--- src/sv/iss_pkg.sv ---
`default_nettype none
package iss_pkg;

   // payload width of the stream data ports
   localparam int DATA_W = 32;

   // defaults for the top level parameters
   localparam int DEPTH_DEF = 16;
   localparam int WIDTH_DEF = 32;

   typedef enum logic [0:0] {
      ST_FILL,
      ST_DRAIN
   } state_type;

   // per-cycle command to every cell of the chain
   typedef struct packed {
      logic insert;   // place the new value, move larger ones up one cell
      logic shift;    // move every cell down one place toward the output
   } cell_ctl_type;

endpackage
`default_nettype wire

--- src/sv/iss_cell.sv ---
`default_nettype none
module iss_cell #(
   parameter int WIDTH = iss_pkg::WIDTH_DEF
) (
   input  wire logic                 clock,
   input  wire logic                 reset,
   input  wire iss_pkg::cell_ctl_type ctl,
   input  wire logic [WIDTH-1:0]     new_value,
   input  wire logic [WIDTH-1:0]     prev_value,
   input  wire logic                 prev_valid,
   input  wire logic                 prev_gt,
   input  wire logic [WIDTH-1:0]     next_value,
   input  wire logic                 next_valid,
   output logic      [WIDTH-1:0]     value,
   output logic                      valid,
   output logic                      gt
);
   import iss_pkg::*;

   logic [WIDTH-1:0] value_ff;
   logic [WIDTH-1:0] value_in;
   logic             valid_ff;
   logic             valid_in;

   // stored entry is strictly greater than the incoming value
   assign gt = valid_ff && (value_ff > new_value);

   always_comb begin
      value_in = value_ff;
      valid_in = valid_ff;
      if (ctl.shift) begin
         value_in = next_value;
         valid_in = next_valid;
      end else if (ctl.insert) begin
         if (prev_gt) begin
            value_in = prev_value;
            valid_in = 1'b1;
         end else if ((gt || !valid_ff) && prev_valid) begin
            value_in = new_value;
            valid_in = 1'b1;
         end
      end
   end

   always_ff @(posedge clock) begin
      value_ff <= value_in;
      if (reset) begin
         valid_ff <= 1'b0;
      end else begin
         valid_ff <= valid_in;
      end
   end

   assign value = value_ff;
   assign valid = valid_ff;

endmodule
`default_nettype wire

--- src/sv/iss_ctrl.sv ---
`default_nettype none
module iss_ctrl (
   input  wire logic                  clock,
   input  wire logic                  reset,
   input  wire logic                  req_tvalid,
   input  wire logic                  req_tlast,
   input  wire logic                  rsp_tready,
   input  wire logic                  full,
   input  wire logic                  more,
   output logic                       req_tready,
   output logic                       rsp_tvalid,
   output logic                       dropped,
   output iss_pkg::cell_ctl_type      ctl
);
   import iss_pkg::*;

   state_type state_ff;
   state_type state_in;
   logic      dropped_ff;
   logic      dropped_in;
   logic      req_fire;
   logic      rsp_fire;

   assign req_fire = req_tvalid && req_tready;
   assign rsp_fire = rsp_tvalid && rsp_tready;

   always_comb begin
      state_in = state_ff;
      case (state_ff)
         ST_FILL: begin
            if (req_fire && req_tlast) begin
               state_in = ST_DRAIN;
            end
         end
         ST_DRAIN: begin
            if (rsp_fire && !more) begin
               state_in = ST_FILL;
            end
         end
         default: begin
            state_in = ST_FILL;
         end
      endcase
   end

   always_comb begin
      req_tready = 1'b0;
      rsp_tvalid = 1'b0;
      case (state_ff)
         ST_FILL:  req_tready = 1'b1;
         ST_DRAIN: rsp_tvalid = 1'b1;
         default: begin
            req_tready = 1'b0;
            rsp_tvalid = 1'b0;
         end
      endcase
   end

   always_comb begin
      ctl.insert = req_fire && !full;
      ctl.shift  = rsp_fire;
      dropped_in = dropped_ff;
      if (req_fire && full) begin
         dropped_in = 1'b1;
      end else if (rsp_fire && !more) begin
         dropped_in = 1'b0;
      end
   end

   always_ff @(posedge clock) begin
      if (reset) begin
         state_ff   <= ST_FILL;
         dropped_ff <= 1'b0;
      end else begin
         state_ff   <= state_in;
         dropped_ff <= dropped_in;
      end
   end

   assign dropped = dropped_ff;

endmodule
`default_nettype wire

--- src/sv/insertion_sorter_unit.sv ---
`default_nettype none
// insertion sorter: collects a batch of unsigned values and returns it sorted
// - req channel: one value per item (low WIDTH bits of req_tdata used),
//   req_tlast marks the final value of the batch
// - rsp channel: the batch in ascending order, equal values in arrival order;
//   rsp_tlast marks the final result, rsp_tuser flags a batch that overflowed
// - fill: one item per cycle; a chain of DEPTH compare-and-shift cells places
//   each value as it is taken, so req_tready stays high while collecting
// - drain: after the last item the chain shifts toward cell zero, one result
//   per cycle while rsp_tready is high; the first result is offered the
//   cycle after the last item; a batch is taken in whole (dropped ones
//   included) before it drains; no new item is taken while a batch drains
// - values beyond DEPTH are dropped; every result of that batch has tuser set
// - a stalled receiver simply holds the chain, the head result stays on rsp
// - synchronous reset empties the chain and returns to collecting
module insertion_sorter_unit #(
   parameter int DEPTH = iss_pkg::DEPTH_DEF,
   parameter int WIDTH = iss_pkg::WIDTH_DEF
) (
   input  wire logic                       clock,
   input  wire logic                       reset,
   input  wire logic                       req_tvalid,
   output logic                            req_tready,
   input  wire logic [iss_pkg::DATA_W-1:0] req_tdata,   // [31:0] value
   input  wire logic                       req_tlast,   // last_item
   output logic                            rsp_tvalid,
   input  wire logic                       rsp_tready,
   output logic      [iss_pkg::DATA_W-1:0] rsp_tdata,   // [31:0] sorted_value
   output logic                            rsp_tlast,   // last_result
   output logic                            rsp_tuser    // [0] overflow
);
   import iss_pkg::*;

   // chain taps: index i+1 is cell i, index 0 feeds cell zero's output side,
   // index DEPTH+1 is the empty slot past the top cell
   logic [WIDTH-1:0] tap_value [DEPTH+1:0];
   logic             tap_valid [DEPTH+1:0];
   logic             tap_gt    [DEPTH:0];

   logic [WIDTH-1:0] new_value;
   cell_ctl_type     ctl;
   logic             dropped;

   assign new_value = req_tdata[WIDTH-1:0];

   // boundary of the chain: nothing ranks above cell zero
   assign tap_value[0]       = '0;
   assign tap_valid[0]       = 1'b1;
   assign tap_gt[0]          = 1'b0;
   assign tap_value[DEPTH+1] = '0;
   assign tap_valid[DEPTH+1] = 1'b0;

   for (genvar i = 0; i < DEPTH; i++) begin : g_cell
      iss_cell #(
         .WIDTH(WIDTH)
      ) u_cell (
         .clock      (clock),
         .reset      (reset),
         .ctl        (ctl),
         .new_value  (new_value),
         .prev_value (tap_value[i]),
         .prev_valid (tap_valid[i]),
         .prev_gt    (tap_gt[i]),
         .next_value (tap_value[i+2]),
         .next_valid (tap_valid[i+2]),
         .value      (tap_value[i+1]),
         .valid      (tap_valid[i+1]),
         .gt         (tap_gt[i+1])
      );
   end

   // the top cell holds a value only when the chain is full
   iss_ctrl u_ctrl (
      .clock      (clock),
      .reset      (reset),
      .req_tvalid (req_tvalid),
      .req_tlast  (req_tlast),
      .rsp_tready (rsp_tready),
      .full       (tap_valid[DEPTH]),
      .more       (tap_valid[2]),
      .req_tready (req_tready),
      .rsp_tvalid (rsp_tvalid),
      .dropped    (dropped),
      .ctl        (ctl)
   );

   // head of the chain is the smallest remaining value
   assign rsp_tdata = DATA_W'(tap_value[1]);
   assign rsp_tlast = !tap_valid[2];
   assign rsp_tuser = dropped;

endmodule
`default_nettype wire
--- config.mk ---
export PLATFORM = sky130hd
export DESIGN_NAME = insertion_sorter_unit
export DESIGN_NICKNAME = d
export VERILOG_FILES = /design/src/sv/iss_pkg.sv /design/src/sv/iss_cell.sv /design/src/sv/iss_ctrl.sv /design/src/sv/insertion_sorter_unit.sv
export SDC_FILE = /design/constraint.sdc
export NUM_CORES = 2
export LEC_CHECK = 0
export ABC_AREA = 1
export BUFFER_PORTS_ARGS = -buffer_cell sky130_fd_sc_hd__buf_2
export CELL_PAD_IN_SITES_DETAIL_PLACEMENT = 0
export CELL_PAD_IN_SITES_GLOBAL_PLACEMENT = 1
export CORE_ASPECT_RATIO = 0.5
export CORE_MARGIN = 4
export CORE_UTILIZATION = 49
export DETAILED_ROUTE_END_ITERATION = 7
export PLACE_DENSITY = 0.84
export SYNTH_ARGS = -nofsm -noshare
export SYNTH_HDL_FRONTEND = slang
export SYNTH_SLANG_ARGS = --single-unit
--- constraint.sdc ---
create_clock -name clock -period 6.6 [get_ports clock]
set_input_delay 1.32 -clock clock [delete_from_list [all_inputs] [get_ports clock]]
set_output_delay 1.32 -clock clock [all_outputs]
set_load 0.01 [all_outputs]
==> results.ini <==
[global_route]
grt_pass1_vias = 29267
grt_max_degree = 140
grt_pass1_wl_um = 164800
antenna_found_initial = 1
track_usage = 0.2521
overflow = 0

[critical_path]
critPathArrivalTime_ps = 5000
endpoint_kind = register
startpoint = req_tdata[2]
rr_startpoint = g_cell[14].u_cell.value[23]
crit_required_ps = 6820
cp-start-kind = input pin
crit_fanout = 65
worstSetupPathType = in2reg

[yosys]
synth_area_leaders = edfxtp_1, ha_1, nand2_1, o21ai_1, o21ai_0
seq_area_frac_synth = 0.4099
synth_top_area_frac = 0.3833
synth_ff_type = edfxtp_1
synth_most_common_cell = nand2_1
yosys.cell_types.count = 32
synth_edf_count = 480
syn_inst = 4633
syn_area_mm2 = 0.03760
synth_area_leader_cell = edfxtp_1
ys_ff_latch = 530
yosys_warnings = 0
synthTopCellsByCount = nand2_1, o21ai_1, edfxtp_1, ha_1, o21ai_0
syn_area_per_cell_um2 = 8.116
syn-num-nets = 5150
synthArstFlopShare = 0

[cts]
hold_buffers = 0
cts.clk_slew.worst_paths_ps = 70
root_buffer = clkbuf_16
clockBufferDepth = 3
cts-buffers-inserted = 54
clk_latency_ps = 640
cts_resized = 0
cts_sinks = 530
h-tree-depth = 2
cts_tree = built
postCtsSetupBuffers = 0

[finish]
drive_above_1_share = 0.06062
nets = 5124
n_fill_cell = 7037
area_delta_synth_final_pct = 7.686
fin_util = 0.5356

[power]
pwr-share-seq = 0.458
power_leakage_nw = 17.14
power_density_mw_per_mm2 = 233.1
net-switching-power_mw = 2.854
peakVddDrop_mv = 0.2285
sw_frac_of_total = 0.3023
combPwrFrac = 0.194
internal_power_mw = 6.585
power_frac_clock = 0.348

[sta]
rsz0062_at_grt = false
tns_ps = 0
finalMaxSlewViolations = 0
timing.fmax_mhz = 209.3
fin_crit_sh = 0.7240
hold_violations = 0
setup-violations-final = 0
period_minus_slack_ps = 4778
slew_headroom = 0.1840
worst_slew_pin_slew_ps = 1223
skew_ps = 34.18

[floorplanning]
start_util = 0.4974
die_x_um = 399.8
core-area_mm2 = 0.07560
die_area_mm2 = 0.08150
row_count = 71
fp.dieH_um = 203.9
num_io_pins = 73

[placement]
gp_congestion = 0.8684
hpwl_um = 77230
port_buffers = 72

[drt]
drc = 0
wl_per_cell_um = 18.32
drtIter0Drc = 3553
viasPerCell = 5.566
drt.antenna.violating_nets = 0
dr_total_vias = 31585
routed_wirelength_um = 104000
drt_pass1_iterations = 5

[hold_path]
hp-start = u_ctrl.dropped
hold_path_class = reg2reg

[flow_run]
maxCapViolations = 0

[outcome]
status = finished clean

placed cells by master, fill, tap and decap left out, types with 2 or more instances in the layout:
cell	count
nor2_1	160
o21ai_0	386
clkbuf_1	13
edfxtp_1	480
nand3_2	15
bufinv_16	5
nand2_1	1592
nor2_2	2
nand3_1	34
a21oi_1	257
inv_1	177
nor3_1	3
buf_12	6
clkbuf_16	58
o22ai_1	2
nand2_2	4
o211ai_1	33
clkbuf_8	7
ha_1	480
inv_8	2
clkinv_2	6
clkinv_1	40
o21a_1	16
nor3_2	4
buf_2	72
buf_4	97
o21ai_1	589
a21o_1	20
dfxtp_1	50
nand4_1	35
sequential cells by signal, summed over array words and instances (netlist names):
| register | cells |
|---|---|
| g_cell.u_cell.valid | 16 |
| u_ctrl.dropped | 1 |
| g_cell.u_cell.value | 512 |
| u_ctrl.state_ff | 1 |
critical path, cell delays in order:
cell and delay (ps):
buf_2 80, clkinv_1 720, ha_1 640, nand2_1 40, inv_1 70, nand2_1 50
nand2_1 60, nand2_1 50, nand2_1 110, nand2_1 70, nand2_1 60, nand2_1 50
nand2_1 80, nand3_2 60, buf_4 320, nand2_1 120, inv_1 50, nand2_1 50
nand2_1 60, inv_1 910
per-stage QoR:
step	power (mW)	cells	instance area [µm²]	setup WS, ps	hold WS [ps]
2_1_floorplan	5.644	4633	37600	901.9	445.3
3_3_place_gp	6.123	5573	38650	1256	447.3
3_5_place_dp	6.202	5573	38650	1228	449.3
4_1_cts	9.479	5674	40490	1872	461.5
5_1_grt	9.946	5674	40490	1428	478.3
6_report	9.439	5675	40490	1822	459.8
per-layer routing:
layer  vias to the layer above  wire length [µm]  track usage
met1                     14487             53850       0.4119
met4                         0              1651      0.04978
met3                       106              7919      0.03233
met5                         -                 0            0
met2                      1017             40550       0.3516
li1                      15975                 -            -
cell type report:
class | instances | area [µm²] | area share
Inverter | 209 | 792.0 | 0.01956
Multi-Input combinational cell | 3637 | 19960 | 0.4929
Clock inverter | 23 | 241.5 | 0.005964
Timing Repair Buffer | 175 | 1209 | 0.02985
Antenna cell | 1 | 2.502 | 0.00006180
Tap cell | 1022 | 1279 | 0.03158
Clock buffer | 78 | 1597 | 0.03943
Sequential cell | 530 | 15410 | 0.3807
path summary, 6_finish.rpt:
check             slack [ps]                          end  depth (start not counted)
setup / recovery        1820   g_cell[8].u_cell.value[14]                         20
hold / removal           460               u_ctrl.dropped                          2
setup reg to reg        2780  g_cell[14].u_cell.value[10]                         14
hold reg to reg          460               u_ctrl.dropped                          2
power by group through the flow:
stage | registers (mW) | logic, mW | clock network, mW
2_1_floorplan | 4.29 | 1.36 | 0
3_3_place_gp | 4.38 | 1.75 | 0
3_5_place_dp | 4.38 | 1.82 | 0
4_1_cts | 4.31 | 1.83 | 3.34
5_1_grt | 4.35 | 2.11 | 3.48
6_report | 4.32 | 1.83 | 3.28
logic make-up after synthesis:
family | Yosys count | synth area share
flip-flops | 530 | 0.4099
AND/OR/NAND/NOR | 1850 | 0.1912
AO/OA/AOI/OAI | 1307 | 0.1789
buffers and inverters | 466 | 0.06026
adder cells (fa/ha/maj) | 480 | 0.1597
Note: power is estimated with default switching activity, not from simulation.
